[config.mk]
export PLATFORM = sky130hd
export DESIGN_NAME = eazd_front
export DESIGN_NICKNAME = d
export VERILOG_FILES = /design/src/rtl/eazd_pkg.sv /design/src/rtl/eazd_front.sv
export SDC_FILE = /design/constraint.sdc
export NUM_CORES = 1
export LEC_CHECK = 0
export ABC_AREA = 1
export BUFFER_PORTS_ARGS = -buffer_cell sky130_fd_sc_hd__buf_2
export CORE_MARGIN = 8
export CORE_UTILIZATION = 54
export CTS_BUF_LIST = sky130_fd_sc_hd__clkbuf_4 sky130_fd_sc_hd__clkbuf_8
export CTS_CLUSTER_DIAMETER = 100
export CTS_CLUSTER_SIZE = 24
export DETAILED_ROUTE_END_ITERATION = 7
export PLACE_DENSITY = 0.8
export SLEW_MARGIN = 20
export SYNTH_ARGS = -nofsm -noshare
export SYNTH_HDL_FRONTEND = slang
export SYNTH_SLANG_ARGS = --single-unit
[constraint.sdc]
create_clock -name clk -period 3.19 [get_ports clk]
set_input_delay 0.1595 -clock clk [delete_from_list [all_inputs] [get_ports clk]]
set_output_delay 0.1595 -clock clk [all_outputs]
set_load 0.03 [all_outputs]
[src/rtl/eazd_pkg.sv]
`default_nettype none
// ---------------------------------------------------------------------------
// eazd_pkg
// Shared constants, codes and types of the early-abandon z-norm distance unit.
// ---------------------------------------------------------------------------
package eazd_pkg;

    localparam int MAX_WINDOW   = 1024;
    localparam int SAMPLE_BITS  = 16;
    localparam int ADDR_BITS    = $clog2(MAX_WINDOW);
    localparam int LEN_BITS     = ADDR_BITS + 1;
    localparam int OFFSET_BITS  = 10;
    localparam int QV_BITS      = 16;
    localparam int SUM_BITS     = SAMPLE_BITS + ADDR_BITS + 1;
    localparam int SQ_BITS      = 2 * SAMPLE_BITS + ADDR_BITS;
    localparam int CFG_BITS     = 32;
    localparam int DIST_BITS    = 32;
    localparam int QUEUE_DEPTH  = 2;
    localparam int DIV_N_BITS   = 64;
    localparam int DIV_D_BITS   = 32;

    localparam logic [LEN_BITS-1:0]  WINDOW_LEN_RESET = LEN_BITS'(128);
    localparam logic [DIST_BITS-1:0] DIST_SAT         = '1;

    localparam logic CMD_PUSH  = 1'b0;
    localparam logic CMD_QUERY = 1'b1;

    localparam logic REG_WINDOW_LEN    = 1'b0;
    localparam logic REG_ABANDON_LIMIT = 1'b1;

    localparam logic [1:0] STATUS_DONE    = 2'd0;
    localparam logic [1:0] STATUS_ABANDON = 2'd1;
    localparam logic [1:0] STATUS_FLAT    = 2'd2;

    typedef struct packed {
        logic                          command;
        logic signed [SAMPLE_BITS-1:0] sample;
        logic [OFFSET_BITS-1:0]        offset;
        logic signed [QV_BITS-1:0]     query_value;
        logic                          last;
    } item_t;

    typedef struct packed {
        logic                write;
        logic                idx;
        logic [CFG_BITS-1:0] data;
    } cfg_wr_t;

    typedef struct packed {
        logic                  start;
        logic [DIV_N_BITS-1:0] dividend;
        logic [DIV_D_BITS-1:0] divisor;
    } div_req_t;

    typedef struct packed {
        logic                  busy;
        logic [DIV_N_BITS-1:0] quotient;
    } div_rsp_t;

    typedef enum logic [1:0] {
        PH_IDLE,
        PH_OPEN,
        PH_DROP
    } phase_t;

    typedef enum logic [4:0] {
        S_IDLE,
        S_RS_RD,
        S_RS_ACC,
        S_PUSH_RD,
        S_PUSH_SQ,
        S_PUSH_ACC,
        S_ST_MEAN,
        S_ST_MWAIT,
        S_ST_CMP,
        S_ST_NORM,
        S_ST_SQRT,
        S_ST_RWAIT,
        S_ST_INV,
        S_EL_CHK,
        S_EL_D,
        S_EL_M1,
        S_EL_M2,
        S_EL_Z,
        S_EL_E,
        S_EL_SQ,
        S_EL_ACC,
        S_EL_END,
        S_EMIT
    } back_state_t;

endpackage
`default_nettype wire

[src/rtl/eazd_front.sv]
`default_nettype none
// ---------------------------------------------------------------------------
// eazd_front
// Input side: accepts words and holds them in a short queue for the back end.
// ---------------------------------------------------------------------------
module eazd_front
    import eazd_pkg::*;
(
    input  wire logic  clk,
    input  wire logic  rst_n,
    input  wire logic  in_valid,
    output logic       in_stall,
    input  wire item_t in_item,
    output logic       q_valid,
    output item_t      q_item,
    input  wire logic  q_pop
);

    localparam int PTR_BITS = (QUEUE_DEPTH > 1) ? $clog2(QUEUE_DEPTH) : 1;
    localparam int CNT_BITS = $clog2(QUEUE_DEPTH + 1);

    item_t               entry_reg [QUEUE_DEPTH];
    logic [PTR_BITS-1:0] wr_ptr_reg, wr_ptr_next;
    logic [PTR_BITS-1:0] rd_ptr_reg, rd_ptr_next;
    logic [CNT_BITS-1:0] count_reg, count_next;
    logic                push;
    logic                pop;

    assign in_stall = (count_reg == CNT_BITS'(QUEUE_DEPTH));
    assign q_valid  = (count_reg != '0);
    assign q_item   = entry_reg[rd_ptr_reg];
    assign push     = in_valid && !in_stall;
    assign pop      = q_pop && q_valid;

    always_comb
    begin
        wr_ptr_next = wr_ptr_reg;
        rd_ptr_next = rd_ptr_reg;
        count_next  = count_reg;
        if (push)
        begin
            wr_ptr_next = (wr_ptr_reg == PTR_BITS'(QUEUE_DEPTH - 1)) ? '0
                                                                    : wr_ptr_reg + 1'b1;
        end
        if (pop)
        begin
            rd_ptr_next = (rd_ptr_reg == PTR_BITS'(QUEUE_DEPTH - 1)) ? '0
                                                                    : rd_ptr_reg + 1'b1;
        end
        if (push && !pop)
        begin
            count_next = count_reg + 1'b1;
        end
        else if (pop && !push)
        begin
            count_next = count_reg - 1'b1;
        end
    end

    always_ff @(posedge clk or negedge rst_n)
    begin
        if (!rst_n)
        begin
            wr_ptr_reg <= '0;
            rd_ptr_reg <= '0;
            count_reg  <= '0;
        end
        else
        begin
            wr_ptr_reg <= wr_ptr_next;
            rd_ptr_reg <= rd_ptr_next;
            count_reg  <= count_next;
        end
    end

    always_ff @(posedge clk)
    begin
        if (push)
        begin
            entry_reg[wr_ptr_reg] <= in_item;
        end
    end

endmodule
`default_nettype wire

Word-level counts from Yosys, hierarchy flattened
Memory sizes are Yosys's and may differ from the RTL's.
Index checks and enable logic that the tools add are counted.
{"block": "word_totals", "elab_cells": 24, "mem_bits_rw": 88, "memories": 1, "out_inout_bits": 46, "reg_bits": 4, "inputBits": 48}
{"name": "entry_reg", "depth": 2, "word_bits": 44, "read_ports": 1, "rd_ports_with_merged_regs": 0, "wr": 1, "line": "eazd_front.sv:22", "source": "item_t entry_reg [QUEUE_DEPTH];"}
{"block": "classes", "reduce_logical": 9, "addsub": 4, "n_eq_ne": 1, "muxes": 6}
{"op": "$logic_and A1 B1 Y1", "n": 4}
{"op": "$mux W1", "n": 4}
{"op": "$mux W2", "n": 2}
{"op": "$reduce_bool A2 Y1", "n": 2}
{"op": "$logic_not A1 Y1", "n": 3}
{"op": "$add A1 B1 Y1 const B", "n": 2}
{"op": "$add A2 B1 Y2 const B", "n": 1}
{"op": "$eq A2 B2 Y1 const B", "n": 1}
{"op": "$sub A2 B1 Y2 const B", "n": 1}

Logic depth before layout (Yosys ltp)
{"block": "depth", "word_depth": 7, "depth_mapped": 9, "depth_no_buf": 9}

Least setup slack after synthesis
No wires, ideal clock.
{"block": "synth_path", "path_kind": "flip-flop to flip-flop", "startpoint": "reg count_reg[1]", "endpoint": "mem entry_reg[1][0] (netlist bit), enable pin", "path_buffers": 0, "required_ns": 2.745, "setup_ns": 0.445, "period_less_slack_ns": 2.891, "path_slack_ns": 0.299, "path_stages_with_launch": 4, "t_arrival_ns": 2.445, "path_cell_list": "dfrtp_1 -> inv_1 -> o21ai_0 -> nor2_1"}
{"block": "synth_via", "elab_chain_cells": 5}
{"element": "from (decl)", "line": "eazd_front.sv:25", "source": "logic [CNT_BITS-1:0] count_reg, count_next;"}
{"element": "from (signal assigned)", "line": "eazd_front.sv:72", "source": "count_reg <= count_next;"}
{"element": "$eq A2 B2 Y1", "line": "eazd_front.sv:29", "source": "assign in_stall = (count_reg == CNT_BITS'(QUEUE_DEPTH));"}
{"element": "$logic_not A1 Y1", "line": "eazd_front.sv:32", "source": "assign push = in_valid && !in_stall;"}
{"element": "$logic_and A1 B1 Y1", "line": "eazd_front.sv:32"}
{"element": "$mux W1", "line": "eazd_front.sv:78", "source": "if (push)"}
{"element": "$mux W1 (not written as such)", "line": "eazd_front.sv:80", "source": "entry_reg[wr_ptr_reg] <= in_item;"}
{"element": "to (decl)", "line": "eazd_front.sv:22"}
Every way passes these cells.

==> metrics.txt <==
status finished, final reports clean; slowest CP cell dfrtp_2; Worst EP required just over 3000 ps; total wire length between 7 and 8 mm; synth top area cells edfxtp_1 (76%), nand2_1 (15%), dfrtp_1 (2.9%); vias in the first global route 2,350; Hold Crit Class in2reg; Power Density 982 nW/um^2; clk buf depth 2; Worst VDD drop between 0.0006 and 0.0007 V; Die Area approximately 9000 um^2; Setup Buffers After CTS 0; n_diodes 0; Resized Gates After CTS 0; maxcap violations 0; WL/cell around 15 um; Total GRT Usage about 16%; max reg flops 88; DRC 0; dpl hpwl between 4 and 5 mm; Vias 2,291; Clk network pwr share 21.9%; PortBufs 93; Inst Count DP 424; synth warn 0; fin crit period 1950 ps; hold_sp in_item[10]; Synth Register Bits between 90 and 100; DIE HEIGHT roughly 96 um; die width about 96 um; FMAX about 500 MHz; Multi-input gate area ~600 um^2; part of the power in registers 39.8%; met2 usage between 20% and 30%; share of layout cells above drive strength 1 between 30% and 40%; Synth area leader edfxtp_1; M1 GR Usage about 17%; H-tree depth 3; post-layout net count 440; critical path type reg2out; Critical Path Start Type register; critical path's most frequent cell nand2_1; CP arrival 1790 ps; Final Hold Viols 0; clock transition at the registers of the reported paths 90 ps; Synth cell types 17; worst stage delay on the critical path 750 ps; Reg2Reg Launch Point count_reg[1]$_DFFE_PN0P_; met3 Use GR ~4%; delay-heaviest family, CP flip-flops; CTS tree built; CTS sink cnt between 90 and 100; drt pass-1 iters 5; total global routing overflow 0; sw power 1.79 mW; Worst Max-Slew Pin Slew 962 ps; Reg2Reg Depth 5; clock buffer count from CTS 9; syn nets 310; Slew Limit Fails 0; Final Non-Filler Cells about 470; Core Box Area 6280 um^2; RD Place Congestion between 0.8 and 0.9; Post-Route Setup TNS 0 ps; worst clock skew between 9 and 10 ps; post-synthesis sequential area ratio approximately 80%; Internal Power around 2.7 mW; worst-skew pair later-pin latency between 300 and 400 ps; busiest grt layer met2; Cell Chain, Critical Path buf_4 -> nand2_1 -> nand2_1 -> buf_2; Final setup viols 0; Sequential Area around 2700 um^2; fin crit share between 60% and 70%; unrepaired setup endpoints after global routing no; Vias/cell slightly below 5; R2R Setup Slk about 1300 ps; Fill cells around 440; largest net degree at the start of global routing 46; share of the synthesized area in the top cell type approximately three quarters; Worst Hold Endpoint entry_reg[0][10]$_DFFE_PP_; worst rel slew slack 35.9%; critical-path maximum fanout 29; first-pass GRT wire length about 11 mm; Final ANT Viol Nets 0; Initial Util a little under three fifths; Hold Crit Depth 1; initial antenna violation count 0; Synth Cell Area between 3000 and 4000 um^2; DRT iter0 DRCs 117; Syn Area/Cell roughly 13 um^2; CP Buf/Inv Count 2; area delta synth->final 31.3%; Post-Synthesis Cells roughly 260; Switching Fraction between 40% and 50%; leakage roughly 2.0 nW; reg2reg end entry_reg[0][19]$_DFFE_PP_; Row Count 29; CTS root buffer clkbuf_8; Crit. End Element output pin; # IOs 94; Comb power frac roughly two fifths
cell type report:
type	count	share of cell area, %
clock buffers	9	2.72
clock inverters	7	3.04
inverters	8	0.768
multi-input cells	152	13.4
flip-flops and latches	92	60.1
well taps	77	2.11
repair buffers	128	17.8
metrics by stage:
| stage | total power, mW | hold slack (ps) | utilization (%) | worst slack [ps] | cell area [um^2] |
|---|---|---|---|---|---|
| after floorplan | 3.05 | -136 | - | 299 | 3470 |
| after global placement | 3.45 | -33.6 | 63.2 | 1410 | 3970 |
| after detailed placement | 3.49 | -31.7 | 63.2 | 1340 | 3970 |
| after CTS | 4.51 | 0.865 | 72.7 | 1190 | 4560 |
| after global routing | 4.71 | 0.476 | 72.7 | 1090 | 4560 |
| final | 4.48 | 12.3 | 72.7 | 1240 | 4560 |
worst max path at each step:
stage                        startpoint                          to  slack (ps)  cells past startpoint
3_3_place_gp   count_reg[1]$_DFFE_PN0P_  entry_reg[0][36]$_DFFE_PP_        1410                      5
3_5_place_dp   count_reg[1]$_DFFE_PN0P_  entry_reg[0][36]$_DFFE_PP_        1340                      5
5_1_grt          rd_ptr_reg$_DFFE_PN0P_                  q_item[22]        1090                      4
4_1_cts          rd_ptr_reg$_DFFE_PN0P_                  q_item[14]        1190                      4
6_report         rd_ptr_reg$_DFFE_PN0P_                  q_item[14]        1240                      4
2_1_floorplan  count_reg[1]$_DFFE_PN0P_   entry_reg[1][0]$_DFFE_PP_         300                      3
Yosys cell counts:
library cell and instances:
nor2_1 1, edfxtp_1 88, ha_1 1, buf_4 3, nor2_2 1, nand2_2 2
inv_2 1, nand2_1 141, o21ai_0 1, buf_6 6, xnor2_1 1, inv_6 1
nand3_1 2, nand4_1 1, dfrtp_1 4, nor2_4 1, inv_1 6
layer usage:
metal | up-vias | wire length, um
met4 | 0 | 125
met5 | - | 0
met3 | 12 | 583
li1 | 1127 | -
met2 | 96 | 3630
met1 | 1056 | 2700
cell families after synthesis:
logic type                 count (synthesis)  share of synthesized area (%)
DFF                                       92                           79.0
adders and majority gates                  1                          0.360
buffers and inverters                     17                           3.60
and+or+nand+nor                          149                           16.7
AOI/OAI and AO/OA                          1                          0.144
xor gates and xnor gates                   1                          0.252
layout by cell type (no fill, tap or decap), drive strengths merged:
master,Yosys,layout
nand2,143,143
buf,9,95
edfxtp,88,88
dlygate4sd3,0,33
clkbuf,0,9
inv,8,8
bufinv,0,4
dfrtp,4,4
nor2,3,3
clkinv,0,3
nand3,2,2
o21ai,1,1
xnor2,1,1
nand4,1,1
ha,1,1
power groups by stage:
stage | Clock (mW) | Combinational [mW] | Sequential [mW]
floorplan | 0 | 1.31 | 1.74
global placement | 0 | 1.66 | 1.80
detailed placement | 0 | 1.68 | 1.81
CTS | 0.992 | 1.73 | 1.78
global route | 1.04 | 1.86 | 1.81
finish | 0.982 | 1.71 | 1.78
repair_timing:
item                                   4_1_cts  5_1_grt
endpoints found under the hold margin       64        0
hold buffers                                33        0
setup endpoints to repair                    0        0
Power figures use the tool's default switching activity.
