<file path="src/rtl/eazd_pkg.sv">
`default_nettype none
// ---------------------------------------------------------------------------
// eazd_pkg
// Shared constants, codes and types of the early-abandon z-norm distance unit.
// ---------------------------------------------------------------------------
package eazd_pkg;

    localparam int MAX_WINDOW   = 1024;
    localparam int SAMPLE_BITS  = 16;
    localparam int ADDR_BITS    = $clog2(MAX_WINDOW);
    localparam int LEN_BITS     = ADDR_BITS + 1;
    localparam int OFFSET_BITS  = 10;
    localparam int QV_BITS      = 16;
    localparam int SUM_BITS     = SAMPLE_BITS + ADDR_BITS + 1;
    localparam int SQ_BITS      = 2 * SAMPLE_BITS + ADDR_BITS;
    localparam int CFG_BITS     = 32;
    localparam int DIST_BITS    = 32;
    localparam int QUEUE_DEPTH  = 2;
    localparam int DIV_N_BITS   = 64;
    localparam int DIV_D_BITS   = 32;

    localparam logic [LEN_BITS-1:0]  WINDOW_LEN_RESET = LEN_BITS'(128);
    localparam logic [DIST_BITS-1:0] DIST_SAT         = '1;

    localparam logic CMD_PUSH  = 1'b0;
    localparam logic CMD_QUERY = 1'b1;

    localparam logic REG_WINDOW_LEN    = 1'b0;
    localparam logic REG_ABANDON_LIMIT = 1'b1;

    localparam logic [1:0] STATUS_DONE    = 2'd0;
    localparam logic [1:0] STATUS_ABANDON = 2'd1;
    localparam logic [1:0] STATUS_FLAT    = 2'd2;

    typedef struct packed {
        logic                          command;
        logic signed [SAMPLE_BITS-1:0] sample;
        logic [OFFSET_BITS-1:0]        offset;
        logic signed [QV_BITS-1:0]     query_value;
        logic                          last;
    } item_t;

    typedef struct packed {
        logic                write;
        logic                idx;
        logic [CFG_BITS-1:0] data;
    } cfg_wr_t;

    typedef struct packed {
        logic                  start;
        logic [DIV_N_BITS-1:0] dividend;
        logic [DIV_D_BITS-1:0] divisor;
    } div_req_t;

    typedef struct packed {
        logic                  busy;
        logic [DIV_N_BITS-1:0] quotient;
    } div_rsp_t;

    typedef enum logic [1:0] {
        PH_IDLE,
        PH_OPEN,
        PH_DROP
    } phase_t;

    typedef enum logic [4:0] {
        S_IDLE,
        S_RS_RD,
        S_RS_ACC,
        S_PUSH_RD,
        S_PUSH_SQ,
        S_PUSH_ACC,
        S_ST_MEAN,
        S_ST_MWAIT,
        S_ST_CMP,
        S_ST_NORM,
        S_ST_SQRT,
        S_ST_RWAIT,
        S_ST_INV,
        S_EL_CHK,
        S_EL_D,
        S_EL_M1,
        S_EL_M2,
        S_EL_Z,
        S_EL_E,
        S_EL_SQ,
        S_EL_ACC,
        S_EL_END,
        S_EMIT
    } back_state_t;

endpackage
`default_nettype wire

</file>
<file path="src/rtl/eazd_div.sv">
`default_nettype none
// ---------------------------------------------------------------------------
// eazd_div
// Restoring divider, one quotient bit per cycle, shared by the stats latch.
// ---------------------------------------------------------------------------
module eazd_div
    import eazd_pkg::*;
(
    input  wire logic     clk,
    input  wire logic     rst_n,
    input  wire div_req_t req,
    output div_rsp_t      rsp
);

    localparam int CNT_BITS = $clog2(DIV_N_BITS);

    logic                  busy_reg, busy_next;
    logic [CNT_BITS-1:0]   cnt_reg, cnt_next;
    logic [DIV_N_BITS-1:0] quo_reg, quo_next;
    logic [DIV_D_BITS-1:0] rem_reg, rem_next;
    logic [DIV_D_BITS-1:0] dvs_reg, dvs_next;
    logic [DIV_D_BITS:0]   trial;
    logic                  ge;

    always_comb
    begin
        busy_next = busy_reg;
        cnt_next  = cnt_reg;
        quo_next  = quo_reg;
        rem_next  = rem_reg;
        dvs_next  = dvs_reg;
        trial     = {rem_reg, quo_reg[DIV_N_BITS-1]};
        ge        = (trial >= {1'b0, dvs_reg});
        if (req.start)
        begin
            busy_next = 1'b1;
            cnt_next  = '0;
            quo_next  = req.dividend;
            rem_next  = '0;
            dvs_next  = req.divisor;
        end
        else if (busy_reg)
        begin
            rem_next = ge ? DIV_D_BITS'(trial - {1'b0, dvs_reg}) : trial[DIV_D_BITS-1:0];
            quo_next = {quo_reg[DIV_N_BITS-2:0], ge};
            cnt_next = cnt_reg + 1'b1;
            if (cnt_reg == CNT_BITS'(DIV_N_BITS - 1))
            begin
                busy_next = 1'b0;
            end
        end
    end

    always_ff @(posedge clk or negedge rst_n)
    begin
        if (!rst_n)
        begin
            busy_reg <= 1'b0;
            cnt_reg  <= '0;
        end
        else
        begin
            busy_reg <= busy_next;
            cnt_reg  <= cnt_next;
        end
    end

    always_ff @(posedge clk)
    begin
        quo_reg <= quo_next;
        rem_reg <= rem_next;
        dvs_reg <= dvs_next;
    end

    assign rsp.busy     = busy_reg;
    assign rsp.quotient = quo_reg;

endmodule
`default_nettype wire

</file>
<file path="config.mk">
export PLATFORM = sky130hd
export DESIGN_NAME = eazd_div
export DESIGN_NICKNAME = d
export VERILOG_FILES = /design/src/rtl/eazd_pkg.sv /design/src/rtl/eazd_div.sv
export SDC_FILE = /design/constraint.sdc
export NUM_CORES = 1
export LEC_CHECK = 0
export ABC_AREA = 1
export BUFFER_PORTS_ARGS = -buffer_cell sky130_fd_sc_hd__buf_4
export CORE_MARGIN = 5
export CORE_UTILIZATION = 45
export CTS_CLUSTER_DIAMETER = 30
export DETAILED_ROUTE_END_ITERATION = 12
export PLACE_DENSITY_LB_ADDON = 0.2
export SLEW_MARGIN = 25
export SYNTH_ARGS = -nofsm -noshare
export SYNTH_HDL_FRONTEND = slang
export SYNTH_SLANG_ARGS = --single-unit
export TNS_END_PERCENT = 30
</file>
<file path="constraint.sdc">
create_clock -name clk -period 3.4 [get_ports clk]
set_clock_uncertainty 0.1 [all_clocks]
set_input_delay 0 -clock clk [delete_from_list [all_inputs] [get_ports clk]]
set_output_delay 0 -clock clk [all_outputs]
set_load 0.05 [all_outputs]
</file>
# --- Word-level counts from Yosys, hierarchy flattened ---
# Cells that the tools add are included.
word_totals:
  register_bits: 135
  inputBits: 99
  output_inout_bits: 65
  word_cells: 18
op_classes:
  add_sub_neg: 2
  order_cmp: 1
  n_eq_ne: 1
  muxes: 8
  reduce_logical: 1
op_table:
  columns: ["cell", "count"]
  rows:
  - ["64-bit 2-to-1 mux", 2]
  - ["33-bit by 32-bit greater-or-equal comparator with 1-bit output", 1]
  - ["32-bit 2-to-1 mux", 1]
  - ["32-bit subtractor", 1]
  - ["6-bit 2-to-1 mux", 2]
  - ["6-bit by 1-bit adder with 6-bit output (second input constant)", 1]
  - ["6-bit == test (second input constant)", 1]
  - ["1-bit 2-to-1 mux", 3]
  - ["2-bit nonzero test", 1]

# --- Depth between registers and ports, before layout ---
depth:
  depth_word: 4
  mapped_depth: 17
  depth_no_buf: 16

# --- Worst setup path before layout ---
# OpenSTA, ideal clock, no wires.
synth_timing:
  kind: "flip-flop to flip-flop"
  from: "reg busy_reg"
  to: "reg quo_reg[0], enable pin"
  setup_ps: 454
  arrival_ps: 2563
  t_required_ps: 2846
  slack_ps: 282
  stages_incl_launch_ff: 4
  n_path_buf: 1
  synth_period_minus_slack_ps: 3118
  path_cell_list: "dfrtp_1 -> nor2_1 -> inv_1 -> clkbuf_1"
synth_between:
  elab_chain_cells: 1
synth_rtl:
  columns: ["item", "line", "text"]
  rows:
  - ["start, declared", "eazd_div.sv:17", "logic busy_reg, busy_next;"]
  - ["start signal, assigned", "eazd_div.sv:63", "busy_reg <= busy_next;"]
  - ["2-bit nonzero test (no source line)", null, null]
  - ["end signal, assigned", "eazd_div.sv:70", "quo_reg <= quo_next;"]
  - ["end, declared", "eazd_div.sv:19", "logic [DIV_N_BITS-1:0] quo_reg, quo_next;"]
# No other way between the ends.
# A chain may end at the register's enable or synchronous reset.

# --- Final worst setup path ---
layout_timing:
  from: "reg dvs_reg[12]"
  to: "reg rem_reg[29]"
layout_between:
  elab_chain_cells: 2
layout_rtl:
  columns: ["item", "line", "text"]
  rows:
  - ["start, declared", "eazd_div.sv:21", "logic [DIV_D_BITS-1:0] dvs_reg, dvs_next;"]
  - ["start signal, assigned", "eazd_div.sv:72", "dvs_reg <= dvs_next;"]
  - ["32-bit subtractor or 33-bit by 32-bit greater-or-equal comparator with 1-bit output (tied branches)", "eazd_div.sv:44, eazd_div.sv:33", null]
  - ["32-bit 2-to-1 mux (*)", "eazd_div.sv:44", "rem_next = ge ? DIV_D_BITS'(trial - {1'b0, dvs_reg}) : trial[DIV_D_BITS-1:0];"]
  - ["end signal, assigned", "eazd_div.sv:71", "rem_reg <= rem_next;"]
  - ["end, declared", "eazd_div.sv:20", "logic [DIV_D_BITS-1:0] rem_reg, rem_next;"]
# Mark *: on every way between the ends. The rest lies on a longest branch, timed or not.

==> impl_metrics.tcl <==
set metrics [dict create \
    wl_met2_mm 10.5 \
    power.switching_mw 2.72 \
    p_clk_frac 0.269 \
    nNetsFinal 1516 \
    coreArea_mm2 0.0180 \
    wire_per_inst_um 13.7 \
    cts_tree "yes" \
    drive_gt1_frac 0.158 \
    leakagePower_nw 5.88 \
    synth_top_family_by_area "simple AND/OR/NAND/NOR gates" \
    grt_first_pass_wirelength_mm 37.1 \
    highest_layer "met4" \
    place_ws_ps 799 \
    ys_seq_area_frac 0.452 \
    required_ps 3620 \
    cts_sinks 135 \
    cts_root_buffer "clkbuf_16" \
    finalCritPeriodShare 0.764 \
    htreeDepth 4 \
    synth-simple-area-share 0.343 \
    hp-class "input port to register" \
    syn_avg_cell_area_um2 7.27 \
    path_max_fanout 32 \
    dr_wl_met3_mm 1.43 \
    largest_register_ffs 64 \
    synth_fp_nets 1259 \
    synthToLayoutAreaGrowth_pct 36.3 \
    setup_ws_ps 801 \
    rows 49 \
    worst_slew_margin_rel 0.521 \
    reg2reg_slack_ps 800 \
    synth_xor_area_frac 0.0150 \
    clk_pin_slew_worst_paths_ps 60 \
    overflow 0 \
    start_util 0.456 \
    hold_violations 0 \
    rsz0062_at_grt "no" \
    cts_made_buffers 17 \
    setup_viol 0 \
    drv_cap 0 \
    fmax_ghz 0.385 \
    dr.pass1.iters 5 \
    tns_ps 0 \
    final_util 0.621 \
    cts_buffer_depth 2 \
    rr_worst_depth 13 \
    start_kind "register" \
    grt.total_usage 0.221 \
    final_max_slew_viol_count 0 \
    post_cts_buffers 0 \
    p_per_area_mw_per_mm2 611 \
    grt_max_degree 69 \
    grt_pass1_vias 7705 \
    p_sw_frac 0.399 \
    postRouteAntennaNets 0 \
    gp_congestion 0.976 \
    insertion_delay_ps 430 \
    combinationalPowerShare 0.413 \
    irDropWorstVdd_v 0.000534 \
    antenna_cells 0 \
    yosys_warnings 0 \
    cts-resized-gates 0 \
    crit_type "register to register" \
    wl_met1_mm 9.86 \
    die-area_mm2 0.0210 \
    intPower_mw 4.10 \
    cp.arrival_ps 2820 \
    die_width_um 145 \
    synthAdderAreaFrac 0.0529 \
    dp_hpwl_mm 15.6 \
    status "completed" \
    synthMuxAreaShare 0 \
    synth_compound_area_frac 0.0303 \
    num_vias 7737 \
    synthCells 1126 \
    viasPerCell 4.76 \
    die_h_um 145 \
    drc 0 \
    tightest_slew_ps 719 \
    io_buffers 163 \
    synth_cell_type_count 38 \
    sequentialPowerShare 0.318 \
    hold_depth 2 \
    ys_ff_latch 135 \
    totalWireLength_mm 22.3 \
    final.min_clock_period_ps 2600 \
    synth_area_mm2 0.00819 \
    drt_iter0_markers 466 \
    antenna_found_initial 0 \
    io_pins 164 \
    cp-end-kind "register" \
]
## synthesized netlist by cell type
master      n  share of area
nor2_1     46          0.021
buf_8       1         0.0018
dfxtp_1    32          0.078
o221ai_1    1         0.0011
clkinv_1    3         0.0014
clkbuf_1   15         0.0069
nand4_1     8         0.0061
edfxtp_1   96           0.35
o21ai_1    10         0.0061
xnor2_1    13          0.014
o21bai_1    4         0.0037
nor2_4      2         0.0028
buf_4       2         0.0018
and2_1      3         0.0023
o21ai_0     5         0.0031
buf_6       4         0.0055
nand2_1   505           0.23
fa_1        1         0.0024
nor3_2      1         0.0012
a41oi_1     1         0.0011
a22o_1      1         0.0011
buf_1       1        0.00046
nand3_2     1         0.0012
xor2_1      1         0.0011
buf_2       7         0.0043
ha_1       33          0.050
nor3_1      5         0.0031
nand3_1    83          0.051
nor4_1      1        0.00076
inv_1     183          0.084
dfrtp_1     7          0.021
nand2_4     1         0.0014
nand3b_1   14          0.013
a31oi_1     1        0.00076
inv_2       1        0.00046
nand2_2     6         0.0046
nor2_2      5         0.0038
a21oi_1    22          0.013
## layout by cell type, fill, tap and decap left out, drive strengths merged, types with 2 or more instances in the layout
master / Yosys / final
a21oi: 22 / 22
nor3: 6 / 6
dfrtp: 7 / 7
nor2: 53 / 53
clkinv: 3 / 5
and2: 3 / 3
buf: 15 / 169
inv: 184 / 194
o21bai: 4 / 4
dfxtp: 32 / 32
nand3: 84 / 84
clkinvlp: 0 / 2
clkbuf: 15 / 17
nand4: 8 / 8
o21ai: 15 / 15
dlygate4sd3: 0 / 99
nand3b: 14 / 14
ha: 33 / 33
xnor2: 13 / 13
edfxtp: 96 / 96
nand2: 512 / 512
## power by group through the flow
stage	clock (mW)	combinational (mW)	sequential, mW
floorplan	0	1.85	2.43
global placement	0	2.70	2.19
detailed placement	0	2.71	2.19
CTS	1.89	2.82	2.16
global route	1.95	3.19	2.20
finish	1.83	2.82	2.17
## cell type report
type | instances | area [µm²]
multi-input combinational | 774 | 3610
sequential | 135 | 3700
clock buffer | 17 | 425
fill | 1592 | 6810
inverter | 187 | 702
timing repair buffer | 268 | 2270
tap | 229 | 287
clock inverter | 15 | 156
## layer usage
layer	track usage	vias up
li1	-	4004
met1	0.283	3491
met2	0.361	209
met3	0.0628	33
met4	0.0771	0
met5	0	-
## critical path, stage by stage (launching register included)
cell and delay [ps]:
edfxtp_1 330, inv_1 40, ha_1 340, nand2_1 110
nor2_1 260, nand2_1 90, inv_1 100, nand2_2 60
nand2_1 90, nand2_2 270, nand2_4 410, nand3_1 140
nand2_1 90, nand2_1 40
## what timing repair did
action                                 in CTS  in global routing
setup endpoints to repair                   0                  0
hold buffers                               99                  0
endpoints found under the hold margin     119                  0
## logic make-up after synthesis
logic type / count (synthesis)
adder cells (fa/ha/maj): 34
AO/OA/AOI/OAI: 45
AND/OR/NAND/NOR: 681
flip-flops: 135
buffers and inverters: 217
XOR/XNOR: 14
## stage by stage
step	hold WS [ps]	cell area, µm²	total power, mW	std cells
2_1_floorplan	-396	8190	4.28	1126
3_3_place_gp	-282	9580	4.89	1494
3_5_place_dp	-280	9580	4.90	1494
4_1_cts	174	11200	6.87	1625
5_1_grt	182	11200	7.34	1625
6_report	195	11200	6.82	1625
## worst paths after layout
path,from,to
worst max-delay path,dvs_reg[12],rem_reg[29]
max in group asynchronous,rst_n,cnt_reg[1]
worst max register to register,dvs_reg[12],rem_reg[29]
worst min register to register,rem_reg[21],rem_reg[21]
worst min-delay path,req[27],dvs_reg[27]
min in group asynchronous,rst_n,cnt_reg[0]
Power figures use the tool's default switching activity.
